==> config.mk <==
export PLATFORM = sky130hd
export DESIGN_NAME = lsb_payload_extractor
export DESIGN_NICKNAME = d
export VERILOG_FILES = /design/src/rtl/lpe_pkg.sv /design/src/rtl/lpe_capacity.sv /design/src/rtl/lpe_extract.sv /design/src/rtl/lpe_result_fifo.sv /design/src/rtl/lsb_payload_extractor.sv
export SDC_FILE = /design/constraint.sdc
export NUM_CORES = 2
export LEC_CHECK = 0
export BUFFER_PORTS_ARGS = -buffer_cell sky130_fd_sc_hd__buf_4
export CAP_MARGIN = 20
export CORE_MARGIN = 8
export CORE_UTILIZATION = 55
export DETAILED_ROUTE_END_ITERATION = 10
export MAX_ROUTING_LAYER = met4
export PLACE_DENSITY = 0.71
export SYNTH_ARGS = -nofsm -noshare
export SYNTH_HDL_FRONTEND = slang
export SYNTH_SLANG_ARGS = --single-unit
==> constraint.sdc <==
create_clock -name aclk -period 12.88 [get_ports aclk]
set_input_delay 2.576 -clock aclk [delete_from_list [all_inputs] [get_ports aclk]]
set_output_delay 2.576 -clock aclk [all_outputs]
set_load 0.02 [all_outputs]
==> src/rtl/lpe_pkg.sv <==
// Shared types, register indexes and reset values for the LSB payload extractor.
// No dependencies; every other file in rtl/ imports this package.
package lpe_pkg;

    // Configuration port
    localparam int CFG_IDX_W  = 3;
    localparam int CFG_DATA_W = 32;

    localparam logic [CFG_IDX_W-1:0] REG_BITS_PER_CHANNEL = 3'd0;
    localparam logic [CFG_IDX_W-1:0] REG_PIXEL_FORMAT     = 3'd1;
    localparam logic [CFG_IDX_W-1:0] REG_IMAGE_WIDTH      = 3'd2;
    localparam logic [CFG_IDX_W-1:0] REG_IMAGE_HEIGHT     = 3'd3;
    localparam logic [CFG_IDX_W-1:0] REG_PAYLOAD_BYTES    = 3'd4;

    // Pixel formats
    localparam logic [1:0] FMT_RGBA16 = 2'd0;
    localparam logic [1:0] FMT_RGB24  = 2'd1;
    localparam logic [1:0] FMT_RGBA32 = 2'd2;

    localparam logic [3:0] BITS_RESET   = 4'd2;
    localparam logic [1:0] FORMAT_RESET = FMT_RGB24;

    // Default depth of the result queue
    localparam int RES_DEPTH_DEFAULT = 4;

    typedef struct packed {
        logic [3:0]  bits_per_channel;
        logic [1:0]  pixel_format;
        logic [15:0] image_width;
        logic [15:0] image_height;
        logic [31:0] payload_bytes;
    } cfg_t;

    // Red sits in the lowest byte, as on s_tdata
    typedef struct packed {
        logic [7:0] alpha;
        logic [7:0] blue;
        logic [7:0] green;
        logic [7:0] red;
    } pixel_t;

    typedef struct packed {
        logic       capacity_error;
        logic       is_last;
        logic [7:0] payload_byte;
    } result_t;

    // Up to two results per pixel toward the result queue
    typedef struct packed {
        logic    push0;
        logic    push1;
        result_t res0;
        result_t res1;
    } push_t;

endpackage

==> src/rtl/lpe_capacity.sv <==
// Capacity check: compares the payload length against the image capacity.
// Depends on lpe_pkg (cfg_t, format codes).
module lpe_capacity (
    input  logic          aclk,
    input  logic          aresetn,
    input  lpe_pkg::cfg_t cfg,
    output logic          cap_err
);
    import lpe_pkg::*;

    logic [31:0] area_reg;
    logic [31:0] area_next;
    logic [2:0]  factor;
    logic [4:0]  bits_factor;
    logic [36:0] cap_bits;
    logic [33:0] cap_bytes;

    // Register the pixel count so only a small multiply follows it
    assign area_next = 32'(cfg.image_width) * 32'(cfg.image_height);

    always_ff @(posedge aclk) begin
        if (!aresetn) begin
            area_reg <= '0;
        end else begin
            area_reg <= area_next;
        end
    end

    always_comb begin
        factor = 3'd0;
        case (cfg.pixel_format)
            FMT_RGBA16: if (cfg.bits_per_channel < 4'd3) factor = 3'd4;
            FMT_RGB24:  if (cfg.bits_per_channel < 4'd5) factor = 3'd3;
            FMT_RGBA32: if (cfg.bits_per_channel < 4'd5) factor = 3'd4;
            default:    factor = 3'd0;
        endcase
    end

    // factor is 3 or 4 only when bits is at most 4, so the product fits 5 bits
    always_comb begin
        case (factor)
            3'd3:    bits_factor = 5'(cfg.bits_per_channel[2:0]) +
                                   5'({cfg.bits_per_channel[2:0], 1'b0});
            3'd4:    bits_factor = 5'({cfg.bits_per_channel[2:0], 2'b00});
            default: bits_factor = 5'd0;
        endcase
    end

    assign cap_bits  = 37'(area_reg) * 37'(bits_factor);
    assign cap_bytes = cap_bits[36:3];
    assign cap_err   = {2'b00, cfg.payload_bytes} > cap_bytes;

endmodule

==> src/rtl/lpe_extract.sv <==
// Pixel register, bit gathering and payload byte assembly with its state.
// Depends on lpe_pkg (cfg_t, pixel_t, push_t, format codes).
module lpe_extract (
    input  logic           aclk,
    input  logic           aresetn,
    input  lpe_pkg::cfg_t  cfg,
    input  logic           cfg_busy,
    input  logic           cap_err,
    input  logic           room_two,
    input  logic           s_tvalid,
    output logic           s_tready,
    input  logic [31:0]    s_tdata,
    input  logic           s_tuser,
    output lpe_pkg::push_t push
);
    import lpe_pkg::*;

    logic        p_valid_reg;
    logic        p_sof_reg;
    pixel_t      p_pix_reg;

    logic [7:0]  acc_reg, acc_next;
    logic [2:0]  fill_reg, fill_next;
    logic [31:0] given_reg, given_next;
    logic        fin_reg, fin_next;

    logic [7:0]  acc_c;
    logic [2:0]  fill_c;
    logic [31:0] given_c;
    logic        fin_c;

    logic        advance;
    logic        use_alpha;
    logic [7:0]  alpha_c;
    logic [15:0] pix_bits;
    logic [4:0]  nbits;
    logic [4:0]  total;
    logic [22:0] combined;
    logic [1:0]  nbytes;
    logic [31:0] remaining;
    logic        last0;
    logic        last1;

    assign advance  = p_valid_reg && room_two;
    assign s_tready = (!p_valid_reg || advance) && !cfg_busy;

    always_ff @(posedge aclk) begin
        if (!aresetn) begin
            p_valid_reg <= 1'b0;
        end else if (s_tvalid && s_tready) begin
            p_valid_reg <= 1'b1;
        end else if (advance) begin
            p_valid_reg <= 1'b0;
        end
    end

    always_ff @(posedge aclk) begin
        if (s_tvalid && s_tready) begin
            p_sof_reg <= s_tuser;
            p_pix_reg <= pixel_t'(s_tdata);
        end
    end

    // Start of image clears the state before this pixel is used
    assign acc_c   = p_sof_reg ? 8'd0  : acc_reg;
    assign fill_c  = p_sof_reg ? 3'd0  : fill_reg;
    assign given_c = p_sof_reg ? 32'd0 : given_reg;
    assign fin_c   = p_sof_reg ? 1'b0  : fin_reg;

    assign use_alpha = (cfg.pixel_format == FMT_RGBA16) || (cfg.pixel_format == FMT_RGBA32);
    assign alpha_c   = use_alpha ? p_pix_reg.alpha : 8'd0;

    // Low bits of each channel, red first, packed LSB first
    always_comb begin
        pix_bits = '0;
        case (cfg.bits_per_channel)
            4'd1: pix_bits[3:0]  = {alpha_c[0], p_pix_reg.blue[0],
                                    p_pix_reg.green[0], p_pix_reg.red[0]};
            4'd2: pix_bits[7:0]  = {alpha_c[1:0], p_pix_reg.blue[1:0],
                                    p_pix_reg.green[1:0], p_pix_reg.red[1:0]};
            4'd3: pix_bits[11:0] = {alpha_c[2:0], p_pix_reg.blue[2:0],
                                    p_pix_reg.green[2:0], p_pix_reg.red[2:0]};
            4'd4: pix_bits[15:0] = {alpha_c[3:0], p_pix_reg.blue[3:0],
                                    p_pix_reg.green[3:0], p_pix_reg.red[3:0]};
            default: pix_bits = '0;
        endcase
    end

    assign nbits = use_alpha ? 5'({cfg.bits_per_channel[2:0], 2'b00})
                             : 5'(cfg.bits_per_channel[2:0]) +
                               5'({cfg.bits_per_channel[2:0], 1'b0});
    assign total     = 5'(fill_c) + nbits;
    assign combined  = 23'(acc_c) | (23'(pix_bits) << fill_c);
    assign nbytes    = total[4:3];
    assign remaining = cfg.payload_bytes - given_c;
    assign last0     = remaining == 32'd1;
    assign last1     = remaining == 32'd2;

    always_comb begin
        acc_next   = acc_reg;
        fill_next  = fill_reg;
        given_next = given_reg;
        fin_next   = fin_reg;
        push       = '0;
        if (advance) begin
            acc_next   = acc_c;
            fill_next  = fill_c;
            given_next = given_c;
            fin_next   = fin_c;
            if (!fin_c) begin
                if (cap_err) begin
                    push.push0 = 1'b1;
                    push.res0  = '{capacity_error: 1'b1, is_last: 1'b1, payload_byte: 8'd0};
                    fin_next   = 1'b1;
                end else if (given_c >= cfg.payload_bytes) begin
                    fin_next = 1'b1;
                end else if (nbytes == 2'd0) begin
                    acc_next  = combined[7:0];
                    fill_next = total[2:0];
                end else begin
                    push.push0 = 1'b1;
                    push.res0  = '{capacity_error: 1'b0, is_last: last0,
                                   payload_byte: combined[7:0]};
                    given_next = given_c + 32'd1;
                    acc_next   = combined[15:8];
                    fill_next  = total[2:0];
                    if (last0) begin
                        // drop the rest of this pixel
                        fin_next  = 1'b1;
                        acc_next  = 8'd0;
                        fill_next = 3'd0;
                    end else if (nbytes != 2'd1) begin
                        push.push1 = 1'b1;
                        push.res1  = '{capacity_error: 1'b0, is_last: last1,
                                       payload_byte: combined[15:8]};
                        given_next = given_c + 32'd2;
                        acc_next   = {1'b0, combined[22:16]};
                        if (last1) begin
                            fin_next  = 1'b1;
                            acc_next  = 8'd0;
                            fill_next = 3'd0;
                        end
                    end
                end
            end
        end
    end

    always_ff @(posedge aclk) begin
        if (!aresetn) begin
            acc_reg   <= '0;
            fill_reg  <= '0;
            given_reg <= '0;
            fin_reg   <= 1'b0;
        end else begin
            acc_reg   <= acc_next;
            fill_reg  <= fill_next;
            given_reg <= given_next;
            fin_reg   <= fin_next;
        end
    end

    a_err_finishes: assert property (@(posedge aclk) disable iff (!aresetn)
        (advance && cap_err && !fin_c) |=> fin_reg)
        else $error("capacity error did not finish the image");

    a_finished_quiet: assert property (@(posedge aclk) disable iff (!aresetn)
        (advance && fin_reg && !p_sof_reg) |-> !push.push0)
        else $error("result produced after the image finished");

endmodule

==> src/rtl/lpe_result_fifo.sv <==
// Small result queue: takes up to two results a cycle, gives one a cycle while m_tready is high.
// Depends on lpe_pkg (push_t, result_t).
module lpe_result_fifo #(
    parameter int DEPTH = lpe_pkg::RES_DEPTH_DEFAULT
) (
    input  logic           aclk,
    input  logic           aresetn,
    input  lpe_pkg::push_t push,
    output logic           room_two,
    output logic           m_tvalid,
    input  logic           m_tready,
    output logic [7:0]     m_tdata,
    output logic           m_tlast,
    output logic           m_tuser
);
    import lpe_pkg::*;

    localparam int PTR_W = (DEPTH > 1) ? $clog2(DEPTH) : 1;
    localparam int CNT_W = $clog2(DEPTH + 1);

    result_t          mem [DEPTH];
    logic [PTR_W-1:0] wr_ptr_reg, wr_ptr_next;
    logic [PTR_W-1:0] rd_ptr_reg, rd_ptr_next;
    logic [PTR_W-1:0] wr_ptr_one;
    logic [CNT_W-1:0] count_reg, count_next;
    logic             pop;
    result_t          head;

    function automatic logic [PTR_W-1:0] inc_ptr(input logic [PTR_W-1:0] p);
        return (p == PTR_W'(DEPTH - 1)) ? '0 : p + 1'b1;
    endfunction

    assign head     = mem[rd_ptr_reg];
    assign m_tvalid = count_reg != '0;
    assign m_tdata  = head.payload_byte;
    assign m_tlast  = head.is_last;
    assign m_tuser  = head.capacity_error;
    assign pop      = m_tvalid && m_tready;

    // Room for two after this cycle's pop
    assign room_two = ({1'b0, count_reg} + (CNT_W+1)'(2)) <=
                      ((CNT_W+1)'(DEPTH) + (CNT_W+1)'(pop));

    assign wr_ptr_one  = inc_ptr(wr_ptr_reg);
    assign wr_ptr_next = push.push1 ? inc_ptr(wr_ptr_one) :
                         push.push0 ? wr_ptr_one : wr_ptr_reg;
    assign rd_ptr_next = pop ? inc_ptr(rd_ptr_reg) : rd_ptr_reg;
    assign count_next  = count_reg + CNT_W'(push.push0) + CNT_W'(push.push1) -
                         CNT_W'(pop);

    always_ff @(posedge aclk) begin
        if (!aresetn) begin
            wr_ptr_reg <= '0;
            rd_ptr_reg <= '0;
            count_reg  <= '0;
        end else begin
            wr_ptr_reg <= wr_ptr_next;
            rd_ptr_reg <= rd_ptr_next;
            count_reg  <= count_next;
        end
    end

    always_ff @(posedge aclk) begin
        if (push.push0) begin
            mem[wr_ptr_reg] <= push.res0;
        end
        if (push.push1) begin
            mem[wr_ptr_one] <= push.res1;
        end
    end

    a_no_overfill: assert property (@(posedge aclk) disable iff (!aresetn)
        count_reg <= CNT_W'(DEPTH))
        else $error("result queue overfilled");

    a_push_order: assert property (@(posedge aclk) disable iff (!aresetn)
        push.push1 |-> push.push0)
        else $error("second result pushed without the first");

    a_empty_fill: assert property (@(posedge aclk) disable iff (!aresetn)
        (push.push0 && count_reg == '0) |=> m_tvalid)
        else $error("pushed result not presented");

endmodule

==> src/rtl/lsb_payload_extractor.sv <==
// Top level of the LSB payload extractor: configuration registers and wiring.
// Depends on lpe_pkg, lpe_capacity, lpe_extract and lpe_result_fifo.
//
// Usage:
//   Pixels enter on the s_ channel, one transaction per pixel; s_tuser marks
//   the first pixel of an image and clears the extraction state. Recovered
//   payload bytes leave on the m_ channel; m_tlast marks the final byte of
//   the payload, and m_tuser marks the single error transaction given when
//   the payload does not fit the image (that transaction also has m_tlast).
//   Registers are written through cfg_we/cfg_index/cfg_wdata while no pixel
//   is in flight; s_tready drops for the cycle of a write so the capacity
//   product can settle.
// Timing:
//   A pixel accepted on s_ lands in the pixel register, is processed once
//   the queue has room for two results, and its bytes then pass through
//   the result queue to m_. One pixel is taken per cycle while s_tready
//   is high; the result port gives one byte per cycle while m_tready is
//   high, so pixels carrying more than 8 payload bits are limited by it.
// Reset and stall:
//   aresetn (synchronous, active low) restores register defaults and empties
//   the queue. When m_tready is low, results wait in the queue; s_tready
//   drops once the queue cannot take two more results.
module lsb_payload_extractor #(
    parameter int RES_DEPTH = lpe_pkg::RES_DEPTH_DEFAULT
) (
    input  logic                           aclk,
    input  logic                           aresetn,
    // configuration write port
    input  logic                           cfg_we,
    input  logic [lpe_pkg::CFG_IDX_W-1:0]  cfg_index,
    input  logic [lpe_pkg::CFG_DATA_W-1:0] cfg_wdata,
    // pixel input
    input  logic                           s_tvalid,
    output logic                           s_tready,
    input  logic [31:0]                    s_tdata,  // red, green, blue, alpha
    input  logic                           s_tuser,  // start_of_image
    // payload output
    output logic                           m_tvalid,
    input  logic                           m_tready,
    output logic [7:0]                     m_tdata,  // payload_byte
    output logic                           m_tlast,  // is_last
    output logic                           m_tuser   // capacity_error
);
    import lpe_pkg::*;

    cfg_t  cfg_reg;
    logic  cap_err;
    logic  room_two;
    push_t push;

    // Hold register values; out-of-range indexes are dropped
    always_ff @(posedge aclk) begin
        if (!aresetn) begin
            cfg_reg.bits_per_channel <= BITS_RESET;
            cfg_reg.pixel_format     <= FORMAT_RESET;
            cfg_reg.image_width      <= '0;
            cfg_reg.image_height     <= '0;
            cfg_reg.payload_bytes    <= '0;
        end else if (cfg_we) begin
            case (cfg_index)
                REG_BITS_PER_CHANNEL: cfg_reg.bits_per_channel <= cfg_wdata[3:0];
                REG_PIXEL_FORMAT:     cfg_reg.pixel_format     <= cfg_wdata[1:0];
                REG_IMAGE_WIDTH:      cfg_reg.image_width      <= cfg_wdata[15:0];
                REG_IMAGE_HEIGHT:     cfg_reg.image_height     <= cfg_wdata[15:0];
                REG_PAYLOAD_BYTES:    cfg_reg.payload_bytes    <= cfg_wdata[31:0];
                default: ;
            endcase
        end
    end

    // Capacity compare against the current image geometry
    lpe_capacity u_capacity (
        .aclk    (aclk),
        .aresetn (aresetn),
        .cfg     (cfg_reg),
        .cap_err (cap_err)
    );

    // Pixel register and byte assembly
    lpe_extract u_extract (
        .aclk     (aclk),
        .aresetn  (aresetn),
        .cfg      (cfg_reg),
        .cfg_busy (cfg_we),
        .cap_err  (cap_err),
        .room_two (room_two),
        .s_tvalid (s_tvalid),
        .s_tready (s_tready),
        .s_tdata  (s_tdata),
        .s_tuser  (s_tuser),
        .push     (push)
    );

    // Result queue decouples the two-bytes-per-pixel case from the port
    lpe_result_fifo #(
        .DEPTH (RES_DEPTH)
    ) u_result_fifo (
        .aclk     (aclk),
        .aresetn  (aresetn),
        .push     (push),
        .room_two (room_two),
        .m_tvalid (m_tvalid),
        .m_tready (m_tready),
        .m_tdata  (m_tdata),
        .m_tlast  (m_tlast),
        .m_tuser  (m_tuser)
    );

endmodule

After elaboration in Yosys (flattened, before gate mapping)
Memory sizes are Yosys's and may differ from the RTL's. A register that Yosys moved wholly into a read port is not among the register bits.
Index checks and enable logic that the tools add are counted.
{"block": "totals", "ff_bits": 171, "mem_bits_rw": 40, "inputBits": 73, "word_cells": 146, "n_memories": 1}
{"block": "op_classes", "muxes": 67, "mul": 2, "shift": 1, "magnitude_cmp": 5, "n_addsub": 13, "reduce_logical": 19, "n_eq_ne": 18, "n_bitwise": 1}
{"name": "u_result_fifo.mem", "depth": 4, "width": 10, "read_ports": 1, "rd_ports_with_merged_regs": 1, "write_ports": 2, "line_no": "lpe_result_fifo.sv:21", "rtl": "result_t mem [DEPTH];"}
{"cell": "32-bit 2-to-1 mux", "n": 7}
{"cell": "22-bit 2-to-1 mux", "n": 4}
{"cell": "8-bit 2-to-1 mux", "n": 7}
{"cell": "32-bit by 5-bit multiplier with 37-bit output", "n": 1}
{"cell": "32-bit by 34-bit > comparator with 1-bit output", "n": 1}
{"cell": "32-bit by 1-bit adder with 32-bit output (second input constant)", "n": 1}
{"cell": "32-bit by 2-bit adder with 32-bit output (second input constant)", "n": 1}
{"cell": "32-bit by 1-bit == test with 1-bit output (second input constant)", "n": 1}
{"cell": "32-bit by 2-bit == test with 1-bit output (second input constant)", "n": 1}
{"cell": "32-bit >= comparator", "n": 1}
{"cell": "16-bit by 16-bit multiplier with 32-bit output", "n": 1}
{"cell": "32-bit subtractor", "n": 1}
{"cell": "10-bit 2-to-1 mux", "n": 3}
{"cell": "3-bit 2-to-1 mux", "n": 10}
{"cell": "8-bit by 23-bit OR with 23-bit output", "n": 1}
{"cell": "16-bit by 3-bit << shifter with 23-bit output", "n": 1}
{"cell": "1-bit 2-to-1 mux", "n": 18}
{"cell": "2-bit 2-to-1 mux", "n": 8}
{"cell": "4-bit case mux with 4 select lines", "n": 1}
{"cell": "4-bit case mux with 3 select lines", "n": 1}
{"cell": "5-bit case mux with 2 select lines", "n": 1}
{"cell": "2-bit AND reduction", "n": 5}
{"cell": "3-bit by 2-bit == test with 1-bit output (second input constant)", "n": 3}
{"cell": "9-bit 2-to-1 mux", "n": 1}
{"cell": "30 further kinds", "n": 46}

Logic depth before layout (Yosys ltp)
{"block": "depth", "ltp_word": 16, "mapped_depth": 47, "ltp_nobuf": 45}

Hierarchy
From an unflattened synthesis, not the netlist that was laid out.
{"block": "unflattened", "cells_unflattened": 3149, "hier_area_um2": 27463.8}
{"mod": "lpe_capacity", "n_inst": 1, "cells_each": 1736, "area_per_inst_um2": 14914.3, "seq_area_each_um2": 640.6}
{"mod": "lpe_extract", "n_inst": 1, "cells_each": 982, "area_per_inst_um2": 7184.4, "seq_area_each_um2": 1411.4}
{"mod": "lsb_payload_extractor", "n_inst": 1, "cells_each": 269, "area_per_inst_um2": 2692.6, "seq_area_each_um2": 1401.3}
{"mod": "lpe_result_fifo", "n_inst": 1, "cells_each": 162, "area_per_inst_um2": 2672.6, "seq_area_each_um2": 1381.3}

Worst setup path before layout
No wires, ideal clock.
{"block": "synth_timing", "kind": "register to register", "from": "register cfg_reg[64] (netlist bit)", "to": "register u_result_fifo.count_reg[2]", "setup_ns": 0.128, "t_required_ns": 12.752, "setup_slack_ns": 3.495, "arrival_time_ns": 9.257, "stages_incl_launch_ff": 46, "path_cell_list": "dfxtp_1 > clkbuf_1 > clkbuf_1 > inv_1 > nor4_1 > inv_1 > ha_1 > a22oi_1 > nor2_1 > clkbuf_1 > and2_1 > fa_1 > fa_1 > inv_1 > fa_1 > inv_1 > ha_1 > a211o_1 > [10 not listed] > xnor2_1 > ha_1 > nand4_1 > nor4_1 > nand2_1 > o21ai_0 > a21oi_1 > o2111a_1 > nand3_1 > a21oi_1 > clkbuf_1 > inv_1 > ha_1 > inv_1 > fa_1 > fa_1 > xor2_1 > nor2_1"}
{"block": "synth_between", "elab_chain_cells": 14, "elab_cells_between_ends": 25}
{"item": "start: declaration", "line_no": "lsb_payload_extractor.sv:46", "rtl": "cfg_t cfg_reg;"}
{"item": "branches (longest 10 deep; another with 32-bit by 5-bit multiplier with 37-bit output)"}
{"item": "22-bit 2-to-1 mux (*)", "line_no": "lpe_extract.sv:110", "rtl": "if (!fin_c) begin"}
{"item": "22-bit 2-to-1 mux (*)", "line_no": "lpe_extract.sv:105", "rtl": "if (advance) begin"}
{"item": "3-bit by 1-bit adder with 3-bit output (*)", "line_no": "lpe_result_fifo.sv:48", "rtl": "assign count_next = count_reg + CNT_W'(push.push0) + CNT_W'(push.push1) -"}
{"item": "3-bit by 1-bit subtractor with 3-bit output (*)", "line_no": "lpe_result_fifo.sv:48"}
{"item": "end signal: assignment", "line_no": "lpe_result_fifo.sv:59", "rtl": "count_reg <= count_next;"}
{"item": "end: declaration", "line_no": "lpe_result_fifo.sv:25", "rtl": "logic [CNT_W-1:0] count_reg, count_next;"}
Every way passes the cells marked *.
A chain may end at the register's enable or synchronous reset.

Worst setup path after layout
Ends and elaborated chain as after synthesis.

==> results.py <==
metrics = {
    "power": {
        "power_density_nw_per_um2": 69.4,
        "p_leak_uw": 0.0132,
        "switching_share": 0.337,
        "p_switching_uw": 669,
        "p_int_uw": 1320,
        "power_frac_comb": 0.250,
        "p_clk_frac": 0.370,
        "pwr-share-seq": 0.380,
        "power_uw": 1990,
        "max-vdd-ir-drop_mv": 0.0834,
    },
    "yosys": {
        "synthDistinctLibCells": 95,
        "synth-seq-cells": 213,
        "synth_seq_area_share": 0.179,
        "syn_inst": 3260,
        "async_reset_ff_frac": 0,
        "synth_warnings": 0,
        "yosysTopAreaCellShare": 0.215,
        "syn_avg_cell_area_um2": 8.24,
        "syn_area_um2": 26900,
        "synth_largest_area_cell": "fa_1",
        "synth_edf_count": 53,
        "synthesis.nets": 3857,
        "synthTopCellsByArea": "fa_1, dfxtp_1, ha_1",
        "synth_flop_cell": "dfxtp_1",
    },
    "setup_path": {
        "critPathMaxFanout": 32,
        "arrival_ns": 11.49,
        "reg2reg_slack_ns": 1.81,
        "cpPeakStageDelay_ns": 0.79,
        "path_depth": 42,
        "critPathMostFrequentCell": "inv_1",
        "r2r-start": "cfg_reg[64]",
        "crit_type": "flop to flop",
        "critPathBufInv": 7,
        "critPathTopFamily": "compound AO/OA/AOI/OAI gates",
        "worstSetupEndpointType": "flop",
        "rr_worst_depth": 42,
        "cp_slowest_cell": "a21oi_1",
        "worst_r2r_endpoint": "u_result_fifo.count_reg[2]",
        "required_ns": 13.30,
        "start_kind": "flop",
    },
    "detailed_routing": {
        "drt_wl_total_um": 75200,
        "drtIter0Drc": 1698,
        "drc_errors": 0,
        "vias": 23300,
        "firstDrtPassIters": 8,
        "wl_per_cell_um": 19.4,
        "ant_nets": 0,
        "via_per_inst": 6.02,
    },
    "sta": {
        "layout_setup_ws_ns": 1.81,
        "final-setup-viol-count": 0,
        "max_slew.worst_pin.slew_ns": 1.14,
        "fin_hold_ws_ns": 0.471,
        "grt_setup_unrepaired": "false",
        "maxSlewHeadroom": 0.234,
        "setup_tns_ns": 0,
        "fin_crit_ns": 11.07,
        "fmax_mhz": 90.4,
        "slew_violations": 0,
        "fin_skew_ns": 0.0400,
        "fin_crit_sh": 0.859,
        "hold_viol": 0,
    },
    "floorplanning": {
        "initial_core_util": 0.553,
        "die_h_um": 237,
        "die_area_um2": 56200,
        "placementRows": 81,
        "ioPinCount": 85,
        "die_width_um": 237,
        "core_area_um2": 48500,
    },
    "clocking": {
        "path_clk_slew_ns": 0.06,
        "h-tree-depth": 1,
        "post_cts_buffers": 0,
        "cts_tree": "built",
        "cts_made_buffers": 26,
        "cts_resized": 0,
        "ctsHoldBuffers": 0,
        "worst_skew_pair.late_latency_ns": 0.57,
        "clock_path_buffers": 3,
        "cts.sinks": 213,
        "cts_root_buffer": "clkbuf_16",
    },
    "grt": {
        "grt_pass1_wl_um": 123000,
        "grt_max_degree": 85,
        "use_met3": 0.0282,
        "antenna_found_initial": 2,
        "track_usage": 0.272,
        "use_met2": 0.463,
        "grt_overflow": 0,
        "met1_usage": 0.340,
        "grt_pass1_vias": 23800,
        "busiest_layer": "met2",
    },
    "place": {
        "dp_hpwl_um": 59200,
        "dp_cells": 3826,
        "portBuffers": 68,
        "globalplace.congestion": 0.975,
        "pre_cts_slack_ns": 1.98,
    },
    "min_path": {
        "whs_path_depth": 2,
        "hp-class": "flop to flop",
        "hp-start": "u_extract.given_reg[4]",
        "worstHoldEndpoint": "u_extract.given_reg[4]",
    },
    "finish": {
        "finalNonFillerCells": 3874,
        "fill_cells": 4381,
        "largest_reg_flops": 70,
        "seqCellArea_um2": 4790,
        "multi_input_area_um2": 20000,
        "nets": 3829,
        "syn2layout_area_growth_pct": 6.45,
        "drive_gt1_frac": 0.0538,
        "n_antenna_cell": 0,
    },
    "outcome": {
        "status": "finished, final reports clean",
    },
    "run": {
        "max_cap_violations": 0,
    },
}
-- worst max-delay path by stage --
stage           startpoint                    endpoint  slack [ns]
2_1_floorplan  cfg_reg[64]  u_result_fifo.count_reg[2]        3.50
3_3_place_gp   cfg_reg[64]  u_result_fifo.count_reg[2]        2.09
3_5_place_dp   cfg_reg[64]  u_result_fifo.count_reg[2]        1.98
4_1_cts        cfg_reg[64]  u_result_fifo.count_reg[2]        1.93
5_1_grt        cfg_reg[64]  u_result_fifo.count_reg[2]        1.01
6_report       cfg_reg[64]  u_result_fifo.count_reg[2]        1.81
-- cell families (layout without fill, tap and decap cells) --
group           after synthesis  in the layout  share of synthesized area
fa+ha+maj                   524            524                      0.325
compound gates              630            630                      0.153
simple gates               1236           1236                      0.224
buf+inv                     546            538                     0.0771
xor+xnor                     73             73                     0.0238
mux                          38             38                     0.0190
flops                       213            213                      0.179
-- cell usage in the layout (no fill, tap or decap), drive strengths merged, types with 15 or more instances in the layout --
master	synthesis	layout
nand3	58	58
and3	17	17
dfxtp	160	160
edfxtp	53	53
clkbuf	122	30
nor2b	30	30
nand2b	15	15
o211ai	20	20
nand2	528	528
xor2	34	34
fa	289	289
xnor2	39	39
mux2i	25	25
a21oi	205	205
o21ai	113	113
o22ai	36	36
inv	406	410
and2	236	236
nor4	22	22
nor2	159	159
ha	235	235
a31oi	20	20
o21a	21	21
buf	16	82
or3	24	24
nor3	41	41
a21o	57	57
nand4	46	46
-- per-layer routing --
layer / up-vias / part of all wire
li1: 10900 / -
met1: 11500 / 0.43
met2: 772 / 0.49
met3: 149 / 0.056
met4: 0 / 0.032
met5: - / 0
-- per-stage QoR --
stage / utilization / area [um^2]
finish: 0.589 / 28600
detailed placement: 0.571 / 27700
global route: 0.589 / 28600
floorplan: - / 26900
global placement: 0.571 / 27700
CTS: 0.589 / 28600
-- power by group through the flow --
stage               Combinational [uW]  Sequential [uW]  Clock (uW)
floorplan                          348              741           0
global placement                   481              766           0
detailed placement                 487              768           0
CTS                                490              754         747
global route                       542              758         773
finish                             496              754         735
-- Yosys cell counts, types with 7 or more instances --
cell and instances:
nand3_1 58, o211ai_1 20, and4_1 8, o2111ai_1 7
o21bai_1 12, nor3b_1 11, nand4_1 46, a211o_1 8
and3_1 17, a21o_1 56, nand2_1 528, clkbuf_1 122
buf_2 11, o31ai_1 9, a32oi_1 7, xnor2_1 39
nand2b_1 14, nor2b_1 30, a211oi_1 10, mux2i_1 25
o22ai_1 36, a31oi_1 20, and2_1 236, nor4_1 22
inv_1 406, a2111oi_0 7, o21ai_0 106, mux4_2 10
nor2_1 159, or2_2 9, a21oi_1 205, ha_1 235
a22o_1 13, xor2_1 34, a311oi_1 8, fa_1 289
edfxtp_1 53, o21a_1 21, nor3_1 40, or3_1 23
a22oi_1 14, a32o_1 8, dfxtp_1 160
-- cell type report --
type,instances,area share
flip-flops and latches,213,0.168
clock buffers,30,0.0247
repair buffers,82,0.0215
inverters,408,0.0537
multi-input cells,2501,0.700
clock inverters,18,0.00534
well taps,622,0.0272
-- worst reg2reg max path, delay by kind of cell, from the launching register on --
family / cells / cell delay [ns]
compound gates: 15 / 3.89
fa+ha+maj: 9 / 3.56
simple gates: 9 / 1.61
buf+inv: 7 / 0.86
flops: 1 / 0.70
xor+xnor: 2 / 0.31
No activity file was read; power rests on OpenSTA's default activity.
